**src/design/dqd_pkg.sv**
```systemverilog
// shared types and codes of the two-queue dispatcher
`default_nettype none
package dqd_pkg;

  localparam int SUM_W   = 48;
  localparam int EVT_W   = 32;
  localparam int LIMIT_W = 5;
  localparam int OUT_ID_W = 16;

  localparam logic [1:0] CMD_ENQ_A = 2'd0;
  localparam logic [1:0] CMD_ENQ_B = 2'd1;
  localparam logic [1:0] CMD_TICK  = 2'd2;
  localparam logic [1:0] CMD_STAT  = 2'd3;

  localparam logic [1:0] ACT_IDLE = 2'd0;
  localparam logic [1:0] ACT_A    = 2'd1;
  localparam logic [1:0] ACT_B    = 2'd2;

  localparam logic [3:0] STAT_REQ_A  = 4'd0;
  localparam logic [3:0] STAT_IDLE   = 4'd8;
  localparam logic [3:0] STAT_SUM_A  = 4'd9;
  localparam logic [3:0] STAT_SUM_B  = 4'd10;
  localparam logic [3:0] STAT_SIZE_A = 4'd11;
  localparam logic [3:0] STAT_SIZE_B = 4'd12;

  typedef struct packed {
    logic             req_a;
    logic             req_b;
    logic             acc_a;
    logic             acc_b;
    logic             ref_a;
    logic             ref_b;
    logic             srv_a;
    logic             srv_b;
    logic [1:0]       idle_inc;
    logic [SUM_W-1:0] delta_a;
    logic [SUM_W-1:0] delta_b;
  } stat_upd_t;

  typedef struct packed {
    logic [SUM_W-1:0]    stat_value;
    logic [OUT_ID_W-1:0] c_item;
    logic [1:0]          c_action;
    logic [OUT_ID_W-1:0] b_item;
    logic [1:0]          b_action;
    logic [OUT_ID_W-1:0] a_item;
    logic [1:0]          a_action;
    logic                accepted;
  } result_t;

endpackage
`default_nettype wire

```
**src/design/two_queue_three_server_dispatcher.sv**
```systemverilog
// top level: two bounded request queues dispatched to three servers
// enqueue and statistic read: result register loaded at the accept edge if the output is
// free, else held until it is; 1 per cycle while the output takes them; tick: each queue
// memory has one registered read port; server c needs a second read after servers a and b
// reset: synchronous, clears pointers, counts, counters and wait sums, sets the limit to 16
// queue memories are not cleared; only entries inside the live count are ever used
`default_nettype none
module two_queue_three_server_dispatcher #(
  parameter int QUEUE_DEPTH = 16,
  parameter int ID_BITS     = 16,
  parameter int TIME_BITS   = 32
) (
  input  wire logic         clk,
  input  wire logic         rst,
  input  wire logic         s_tvalid,
  output logic              s_tready,
  input  wire logic [87:0]  s_tdata,  // item_id, arrival_time, now_time, stat_select, zero pad
  input  wire logic [1:0]   s_tuser,  // command
  output logic              m_tvalid,
  input  wire logic         m_tready,
  output logic      [103:0] m_tdata,  // accepted, server_a_action, server_a_item,
                                      // server_b_action, server_b_item, server_c_action,
                                      // server_c_item, stat_value, zero pad
  input  wire logic         cfg_valid,
  output logic              cfg_ready,
  input  wire logic [4:0]   cfg_data
);
  import dqd_pkg::*;

  localparam int PTR_W = $clog2(QUEUE_DEPTH);
  localparam int CNT_W = $clog2(QUEUE_DEPTH + 1);
  localparam int CMP_W = (CNT_W > LIMIT_W) ? CNT_W : LIMIT_W;
  localparam int ENT_W = ID_BITS + TIME_BITS;

  localparam logic [1:0] S_IDLE  = 2'd0;
  localparam logic [1:0] S_TICK1 = 2'd1;
  localparam logic [1:0] S_TICK2 = 2'd2;
  localparam logic [1:0] S_FIN   = 2'd3;

  function automatic logic [PTR_W-1:0] ptr_inc(input logic [PTR_W-1:0] p);
    ptr_inc = (p == PTR_W'(QUEUE_DEPTH - 1)) ? '0 : p + 1'b1;
  endfunction

  logic [1:0]           state, state_next;
  logic [PTR_W-1:0]     head_a, head_a_next, tail_a, tail_a_next;
  logic [PTR_W-1:0]     head_b, head_b_next, tail_b, tail_b_next;
  logic [CNT_W-1:0]     count_a, count_a_next, count_b, count_b_next;
  logic [LIMIT_W-1:0]   enq_cap;
  logic [TIME_BITS-1:0] now_t;
  logic [1:0]           c_sel, c_sel_next;
  result_t              res, res_next, hold, fin_res, out_data;

  logic [1:0]           cmd;
  logic [15:0]          in_id;
  logic [31:0]          in_arrival;
  logic [31:0]          in_now;
  logic [3:0]           in_sel;
  logic                 accept, out_free, finish, load_out;
  logic                 admit_a, admit_b;
  logic                 we_a, we_b, re_a, re_b;
  logic [PTR_W-1:0]     raddr_a, raddr_b;
  logic [ENT_W-1:0]     wentry, rd_a, rd_b;
  logic [CNT_W-1:0]     cnt_a_after, cnt_b_after;
  logic [SUM_W-1:0]     stat_value;
  stat_upd_t            upd;

  assign cmd        = s_tuser;
  assign in_id      = s_tdata[15:0];
  assign in_arrival = s_tdata[47:16];
  assign in_now     = s_tdata[79:48];
  assign in_sel     = s_tdata[83:80];

  assign s_tready  = (state == S_IDLE);
  assign accept    = s_tvalid && s_tready;
  assign out_free  = !m_tvalid || m_tready;
  assign cfg_ready = 1'b1;
  assign m_tdata   = {1'b0, out_data};

  assign admit_a = (CMP_W'(count_a) < CMP_W'(enq_cap)) &&
                   (CMP_W'(count_a) < CMP_W'(QUEUE_DEPTH));
  assign admit_b = (CMP_W'(count_b) < CMP_W'(enq_cap)) &&
                   (CMP_W'(count_b) < CMP_W'(QUEUE_DEPTH));
  assign wentry  = {TIME_BITS'(in_arrival), ID_BITS'(in_id)};

  assign cnt_a_after = count_a - CNT_W'(count_a != '0);
  assign cnt_b_after = count_b - CNT_W'(count_b != '0);

  always_comb begin
    state_next   = state;
    head_a_next  = head_a;
    tail_a_next  = tail_a;
    count_a_next = count_a;
    head_b_next  = head_b;
    tail_b_next  = tail_b;
    count_b_next = count_b;
    c_sel_next   = c_sel;
    res_next     = res;
    fin_res      = '0;
    finish       = 1'b0;
    upd          = '0;
    we_a         = 1'b0;
    we_b         = 1'b0;
    re_a         = 1'b0;
    re_b         = 1'b0;
    raddr_a      = ptr_inc(head_a);
    raddr_b      = ptr_inc(head_b);
    upd.delta_a  = SUM_W'(now_t) - SUM_W'(rd_a[ENT_W-1:ID_BITS]);
    upd.delta_b  = SUM_W'(now_t) - SUM_W'(rd_b[ENT_W-1:ID_BITS]);

    unique case (state)
      S_IDLE: begin
        raddr_a = head_a;
        raddr_b = head_b;
        if (accept) begin
          unique case (cmd)
            CMD_ENQ_A: begin
              upd.req_a = 1'b1;
              finish    = 1'b1;
              if (admit_a) begin
                we_a             = 1'b1;
                tail_a_next      = ptr_inc(tail_a);
                count_a_next     = count_a + 1'b1;
                upd.acc_a        = 1'b1;
                fin_res.accepted = 1'b1;
              end else begin
                upd.ref_a = 1'b1;
              end
            end
            CMD_ENQ_B: begin
              upd.req_b = 1'b1;
              finish    = 1'b1;
              if (admit_b) begin
                we_b             = 1'b1;
                tail_b_next      = ptr_inc(tail_b);
                count_b_next     = count_b + 1'b1;
                upd.acc_b        = 1'b1;
                fin_res.accepted = 1'b1;
              end else begin
                upd.ref_b = 1'b1;
              end
            end
            CMD_TICK: begin
              re_a       = 1'b1;
              re_b       = 1'b1;
              res_next   = '0;
              state_next = S_TICK1;
            end
            CMD_STAT: begin
              fin_res.stat_value = stat_value;
              finish             = 1'b1;
            end
          endcase
        end
      end
      S_TICK1: begin
        if (count_a != '0) begin
          res_next.a_action = ACT_A;
          res_next.a_item   = OUT_ID_W'(rd_a[ID_BITS-1:0]);
          upd.srv_a         = 1'b1;
          head_a_next       = ptr_inc(head_a);
          count_a_next      = cnt_a_after;
        end
        if (count_b != '0) begin
          res_next.b_action = ACT_B;
          res_next.b_item   = OUT_ID_W'(rd_b[ID_BITS-1:0]);
          upd.srv_b         = 1'b1;
          head_b_next       = ptr_inc(head_b);
          count_b_next      = cnt_b_after;
        end
        upd.idle_inc = 2'(count_a == '0) + 2'(count_b == '0);
        priority if (cnt_a_after != '0) begin
          c_sel_next = ACT_A;
          re_a       = 1'b1;
        end else if (cnt_b_after != '0) begin
          c_sel_next = ACT_B;
          re_b       = 1'b1;
        end else begin
          c_sel_next = ACT_IDLE;
        end
        state_next = S_TICK2;
      end
      S_TICK2: begin
        fin_res = res;
        finish  = 1'b1;
        priority if (c_sel == ACT_A) begin
          fin_res.c_action = ACT_A;
          fin_res.c_item   = OUT_ID_W'(rd_a[ID_BITS-1:0]);
          upd.srv_a        = 1'b1;
          head_a_next      = ptr_inc(head_a);
          count_a_next     = cnt_a_after;
        end else if (c_sel == ACT_B) begin
          fin_res.c_action = ACT_B;
          fin_res.c_item   = OUT_ID_W'(rd_b[ID_BITS-1:0]);
          upd.srv_b        = 1'b1;
          head_b_next      = ptr_inc(head_b);
          count_b_next     = cnt_b_after;
        end else begin
          upd.idle_inc = 2'd1;
        end
      end
      S_FIN: begin
        if (out_free) begin
          state_next = S_IDLE;
        end
      end
    endcase

    if (finish) begin
      state_next = out_free ? S_IDLE : S_FIN;
    end
  end

  assign load_out = out_free && (finish || state == S_FIN);

  always_ff @(posedge clk) begin
    if (rst) begin
      state    <= S_IDLE;
      head_a   <= '0;
      tail_a   <= '0;
      count_a  <= '0;
      head_b   <= '0;
      tail_b   <= '0;
      count_b  <= '0;
      c_sel    <= ACT_IDLE;
      enq_cap  <= LIMIT_W'(16);
      m_tvalid <= 1'b0;
    end else begin
      state   <= state_next;
      head_a  <= head_a_next;
      tail_a  <= tail_a_next;
      count_a <= count_a_next;
      head_b  <= head_b_next;
      tail_b  <= tail_b_next;
      count_b <= count_b_next;
      c_sel   <= c_sel_next;
      if (cfg_valid && cfg_ready) begin
        enq_cap <= cfg_data;
      end
      if (load_out) begin
        m_tvalid <= 1'b1;
      end else if (m_tready) begin
        m_tvalid <= 1'b0;
      end
    end
  end

  always_ff @(posedge clk) begin
    res <= res_next;
    if (accept && cmd == CMD_TICK) begin
      now_t <= TIME_BITS'(in_now);
    end
    if (finish && !out_free) begin
      hold <= fin_res;
    end
    if (load_out) begin
      out_data <= finish ? fin_res : hold;
    end
  end

  dqd_ram #(
    .DEPTH (QUEUE_DEPTH),
    .WIDTH (ENT_W)
  ) u_ram_a (
    .clk   (clk),
    .we    (we_a),
    .waddr (tail_a),
    .wdata (wentry),
    .re    (re_a),
    .raddr (raddr_a),
    .rdata (rd_a)
  );

  dqd_ram #(
    .DEPTH (QUEUE_DEPTH),
    .WIDTH (ENT_W)
  ) u_ram_b (
    .clk   (clk),
    .we    (we_b),
    .waddr (tail_b),
    .wdata (wentry),
    .re    (re_b),
    .raddr (raddr_b),
    .rdata (rd_b)
  );

  dqd_stats #(
    .CNT_W (CNT_W)
  ) u_stats (
    .clk        (clk),
    .rst        (rst),
    .upd        (upd),
    .stat_sel   (in_sel),
    .count_a    (count_a),
    .count_b    (count_b),
    .stat_value (stat_value)
  );

`ifndef SYNTHESIS
  a_count_bound: assert property (@(posedge clk) disable iff (rst)
    (CMP_W'(count_a) <= CMP_W'(QUEUE_DEPTH)) && (CMP_W'(count_b) <= CMP_W'(QUEUE_DEPTH)))
    else $error("queue count above depth");

  a_enq_count: assert property (@(posedge clk) disable iff (rst)
    accept && cmd == CMD_ENQ_A && admit_a |=> count_a == $past(count_a) + 1'b1)
    else $error("admitted enqueue did not grow class a queue");

  a_tick_seq: assert property (@(posedge clk) disable iff (rst)
    accept && cmd == CMD_TICK |=> state == S_TICK1 ##1 state == S_TICK2)
    else $error("tick did not walk both read cycles");

  a_hold_full: assert property (@(posedge clk) disable iff (rst)
    state == S_FIN |-> m_tvalid)
    else $error("held result while output register empty");
`endif

endmodule
`default_nettype wire

```
**src/design/dqd_ram.sv**
```systemverilog
// queue entry memory, one write and one registered read port
`default_nettype none
module dqd_ram #(
  parameter int DEPTH = 16,
  parameter int WIDTH = 48
) (
  input  wire logic                     clk,
  input  wire logic                     we,
  input  wire logic [$clog2(DEPTH)-1:0] waddr,
  input  wire logic [WIDTH-1:0]         wdata,
  input  wire logic                     re,
  input  wire logic [$clog2(DEPTH)-1:0] raddr,
  output logic      [WIDTH-1:0]         rdata
);

  logic [WIDTH-1:0] mem [DEPTH];

  always_ff @(posedge clk) begin
    if (we) begin
      mem[waddr] <= wdata;
    end
    if (re) begin
      rdata <= mem[raddr];
    end
  end

endmodule
`default_nettype wire

```
**src/design/dqd_stats.sv**
```systemverilog
// event counters, wait sums and statistic select
`default_nettype none
module dqd_stats #(
  parameter int CNT_W = 5
) (
  input  wire logic                     clk,
  input  wire logic                     rst,
  input  wire dqd_pkg::stat_upd_t       upd,
  input  wire logic [3:0]               stat_sel,
  input  wire logic [CNT_W-1:0]         count_a,
  input  wire logic [CNT_W-1:0]         count_b,
  output logic      [dqd_pkg::SUM_W-1:0] stat_value
);
  import dqd_pkg::*;

  logic [EVT_W-1:0] ev [9];
  logic [SUM_W-1:0] sum_a;
  logic [SUM_W-1:0] sum_b;

  always_ff @(posedge clk) begin
    if (rst) begin
      for (int i = 0; i < 9; i++) begin
        ev[i] <= '0;
      end
      sum_a <= '0;
      sum_b <= '0;
    end else begin
      ev[0] <= ev[0] + EVT_W'(upd.req_a);
      ev[1] <= ev[1] + EVT_W'(upd.req_b);
      ev[2] <= ev[2] + EVT_W'(upd.acc_a);
      ev[3] <= ev[3] + EVT_W'(upd.acc_b);
      ev[4] <= ev[4] + EVT_W'(upd.ref_a);
      ev[5] <= ev[5] + EVT_W'(upd.ref_b);
      ev[6] <= ev[6] + EVT_W'(upd.srv_a);
      ev[7] <= ev[7] + EVT_W'(upd.srv_b);
      ev[8] <= ev[8] + EVT_W'(upd.idle_inc);
      if (upd.srv_a) begin
        sum_a <= sum_a + upd.delta_a;
      end
      if (upd.srv_b) begin
        sum_b <= sum_b + upd.delta_b;
      end
    end
  end

  always_comb begin
    priority if (stat_sel <= STAT_IDLE) begin
      stat_value = SUM_W'(ev[stat_sel]);
    end else if (stat_sel == STAT_SUM_A) begin
      stat_value = sum_a;
    end else if (stat_sel == STAT_SUM_B) begin
      stat_value = sum_b;
    end else if (stat_sel == STAT_SIZE_A) begin
      stat_value = SUM_W'(count_a);
    end else if (stat_sel == STAT_SIZE_B) begin
      stat_value = SUM_W'(count_b);
    end else begin
      stat_value = '0;
    end
  end

endmodule
`default_nettype wire

```
**config.mk**
```make
export PLATFORM = sky130hd
export DESIGN_NAME = two_queue_three_server_dispatcher
export DESIGN_NICKNAME = d
export VERILOG_FILES = /design/src/design/dqd_pkg.sv /design/src/design/two_queue_three_server_dispatcher.sv /design/src/design/dqd_ram.sv /design/src/design/dqd_stats.sv
export SDC_FILE = /design/constraint.sdc
export NUM_CORES = 2
export LEC_CHECK = 0
export BUFFER_PORTS_ARGS = -buffer_cell sky130_fd_sc_hd__clkbuf_2
export CAP_MARGIN = 5
export CELL_PAD_IN_SITES_DETAIL_PLACEMENT = 1
export CELL_PAD_IN_SITES_GLOBAL_PLACEMENT = 2
export CORE_MARGIN = 4
export CORE_UTILIZATION = 30
export CTS_BUF_LIST = sky130_fd_sc_hd__clkbuf_8
export DETAILED_ROUTE_END_ITERATION = 6
export GPL_TIMING_DRIVEN = 0
export HOLD_SLACK_MARGIN = 0.12
export PLACE_DENSITY_LB_ADDON = 0.1
export SYNTH_ARGS = -nofsm -noshare
export SYNTH_HDL_FRONTEND = slang
export SYNTH_HIERARCHICAL = 1
export SYNTH_SLANG_ARGS = --single-unit
```
**constraint.sdc**
```tcl
create_clock -name clk -period 19.5 [get_ports clk]
set_clock_uncertainty 0.2 [all_clocks]
set_input_delay 4.875 -clock clk [delete_from_list [all_inputs] [get_ports clk]]
set_output_delay 4.875 -clock clk [all_outputs]
set_load 0.03 [all_outputs]
```
==> results.yml <==
run_status:
  status: "finished, final reports clean"
timing:
  finalSetupViolCount: 0
  hold_viol: 0
  post-route-min-period_ps: 8690
  relSlewSlack_pct: 10.1
  max_freq_mhz: 115
  finalMaxSlewViolations: 0
  tns_ps: 0
  worstMarginPinSlew_ps: 1350
  post-route-period-util_pct: 44.6
  rsz0062_at_grt: "false"
worst_hold_path:
  hold_path.class: "reg -> reg"
  hold_depth: 2
  hp-start: "u_stats/sum_b[45]"
  hold-path-endpoint: "u_stats/sum_b[45]"
grt:
  gr-total-overflow: 0
  grt_max_degree: 33
  antenna_found_initial: 30
  grt_pass1_wl_mm: 486
  grt_pass1_vias: 64900
  grt.total_usage_pct: 19.7
finish:
  fillers: 34300
  nets: 7697
  drive_gt1_share_pct: 19.0
  final_common_cell: "edfxtp_1"
  area_delta_synth_final_pct: 16.5
  finalCoreUtilization_pct: 35.2
  layout_common_cells: "edfxtp_1, nor2_1, mux4_2, clkbuf_8, dfxtp_1"
power:
  pwr-share-seq_pct: 37.7
  swShare_pct: 36.1
  p_int_mw: 10.1
  power.switching_mw: 5.71
  p_per_area_nw_per_um2: 136
  max-vdd-ir-drop_uv: 87.1
  power_frac_clock_pct: 27.0
  finalPower_mw: 15.8
  p_leak_nw: 40.2
  comb_power_share_pct: 35.3
synth:
  synthFlopType: "edfxtp_1"
  async_reset_ff_share_pct: 0
  yosysUniqueCellTypes: 110
  avgSynthCellArea_um2: 15.0
  synth_warnings: 6
  yosysSeqAreaShare_pct: 65.5
  synth_edf_count: 1900
  synthCells: 6644
  ys_ff_latch: 2320
  syn_area_um2: 99900
worst_setup_path:
  critPathSlowestCell: "clkbuf_1"
  cpPeakStageDelay_ps: 900
  critPathLaunchType: "input pin"
  crit_family: "buffers and inverters"
  ff2ff_setup_slack_ps: 13150
  ff2ff_path_depth: 20
  endpoint_kind: "flop"
  r2r_end: "u_stats/sum_a[47]"
  cp.required_ps: 20110
  critPathBufInv: 4
  cp_common_cell: "buf_2"
  arrival_ps: 9310
  cp_max_fo: 10
  r2r-start: "now_t[1]"
  critPathKind: "in -> reg"
  crit_chain: "clkbuf_1 -> buf_1 -> buf_2 -> buf_2 -> nand3b_1 -> o21ai_0 -> o221ai_1 -> and2_1 -> a21o_1"
clocking:
  h-tree-depth: 5
  cts_tree: "yes"
  cts.clk_slew.worst_paths_ps: 60
  cts_setup_buffers: 0
  insertion_delay_ps: 1100
  cts_resized: 0
  cts_num_sinks: 2320
  cts.path.max_buffers: 4
  holdBufCountCts: 0
  numCtsBuffers: 419
  root_buffer: "clkbuf_8"
placement:
  place_hpwl_mm: 251
  io_buffers: 195
  gp_congestion: 0.806
route:
  ant_nets: 0
  post_drt_wl_per_cell_um: 28.3
  routed_via_density: 5.04
  drt_iter0_drc: 3864
  finalWirelength_mm: 343
  drt_first_pass_iters: 5
  drc: 0
  num_vias: 61000
floorplanning:
  start_util_pct: 30.2
  die_area_um2: 342000
  die_w_um: 585
  fp.dieH_um: 585
  rows: 211
  ios: 207
  core_area_um2: 331000
flow_run:
  cap_violations: 0
cells in the mapped netlist (57+ instances only):
library cell | instances | area, um2
buf_1 | 58 | 218
nor3_1 | 57 | 285
nand3_1 | 139 | 696
nor2_1 | 540 | 2030
nor2b_1 | 58 | 363
inv_1 | 141 | 529
nand4_1 | 61 | 382
mux2i_1 | 103 | 1030
and2_1 | 136 | 851
xor2_1 | 214 | 1870
mux4_2 | 448 | 10100
a21o_1 | 216 | 1620
a21oi_1 | 253 | 1270
xnor2_1 | 138 | 1210
ha_1 | 203 | 2540
edfxtp_1 | 1900 | 57100
and3_1 | 66 | 413
o21ai_0 | 143 | 716
clkbuf_1 | 184 | 691
dfxtp_1 | 420 | 8410
a22oi_1 | 216 | 1620
nand2_1 | 375 | 1410
or3_1 | 58 | 363
cell families (layout without fill, tap and decap cells):
group	Yosys count	after routing	synth area share, %
DFF	2320	2320	65.5
and+or+nand+nor	1624	1624	7.80
AOI/OAI and AO/OA	1131	1131	7.83
muxes	562	562	11.3
buffers and inverters	445	1520	1.86
xor gates and xnor gates	352	352	3.09
adders and majority gates	208	208	2.64
other	2	14	0.00752
layer usage:
metal,wire (um),global-route usage [%]
met5,13,0
met4,11300,6.26
met3,11600,2.32
met2,171000,34.2
met1,149000,25.7
area by class of cell:
cell class / instances / area (um2) / share of cell area (%)
diodes: 10 / 25.0 / 0.0215
plain buffers: 302 / 1320 / 1.13
clock buffers: 437 / 6010 / 5.17
clock inverters: 316 / 1630 / 1.40
inverters: 143 / 537 / 0.461
multi-input cells: 3881 / 32900 / 28.3
flip-flops and latches: 2320 / 65500 / 56.2
well taps: 4366 / 5460 / 4.69
repair buffers: 322 / 3060 / 2.63
worst reg2reg max path: stages, from the launching register on:
cell and delay [ps]:
edfxtp_1 530, inv_1 240, fa_1 490, nand2b_1 200, a21o_1 200, a31o_2 270, a211o_1 310, nand2b_1 180
a31oi_1 120, xnor2_1 510, ha_1 420, a21o_1 230, a311o_1 390, a2111oi_4 390, o32ai_1 160, nor2_2 290
o31ai_1 240, o221ai_1 270, mux2i_1 330, xnor2_1 160, nor2_1 50
power by group through the flow:
stage | clock [mW] | sequential [mW] | combinational [mW]
floorplan | 0 | 6.17 | 3.55
global placement | 0 | 6.16 | 5.56
detailed placement | 0 | 6.09 | 5.70
CTS | 4.47 | 5.99 | 5.72
global route | 4.69 | 6.00 | 6.07
finish | 4.28 | 5.98 | 5.59
worst max path at each step:
stage,start,end,slack (ps),cells past startpoint
6_report,s_tdata[80],m_tdata[57],10810,9
5_1_grt,s_tdata[80],m_tdata[57],10710,9
4_1_cts,s_tdata[80],m_tdata[57],10820,9
3_5_place_dp,s_tdata[80],m_tdata[57],9620,9
3_3_place_gp,s_tvalid,u_ram_a/mem[0][24],3100,7
2_1_floorplan,s_tuser[0],m_tdata[0],9150,4
metrics by stage:
stage	instances	instance area [um2]	hold slack [ps]	setup slack (ps)
3_5_place_dp	11300	109000	286	9620
4_1_cts	12100	116000	297	10820
3_3_place_gp	11200	106000	272	3100
6_report	12100	116000	291	10810
2_1_floorplan	6646	99900	245	9150
5_1_grt	12100	116000	310	10710
state kept, by name (all words and copies together), names as in the netlist:
| signal | count |
|---|---|
| res | 34 |
| state | 2 |
| now_t | 32 |
| enq_cap | 5 |
| head_a | 4 |
| count_a | 5 |
| m_tvalid | 1 |
| m_tdata | 101 |
| u_ram_a/rdata | 48 |
| u_ram_a/mem | 768 |
| count_b | 5 |
| tail_a | 4 |
| u_stats/ev | 288 |
| u_ram_b/mem | 768 |
| u_stats/sum_a | 48 |
| hold | 101 |
| u_stats/sum_b | 48 |
| tail_b | 4 |
| c_sel | 2 |
| head_b | 4 |
| u_ram_b/rdata | 48 |
Power figures use the tool's default switching activity.
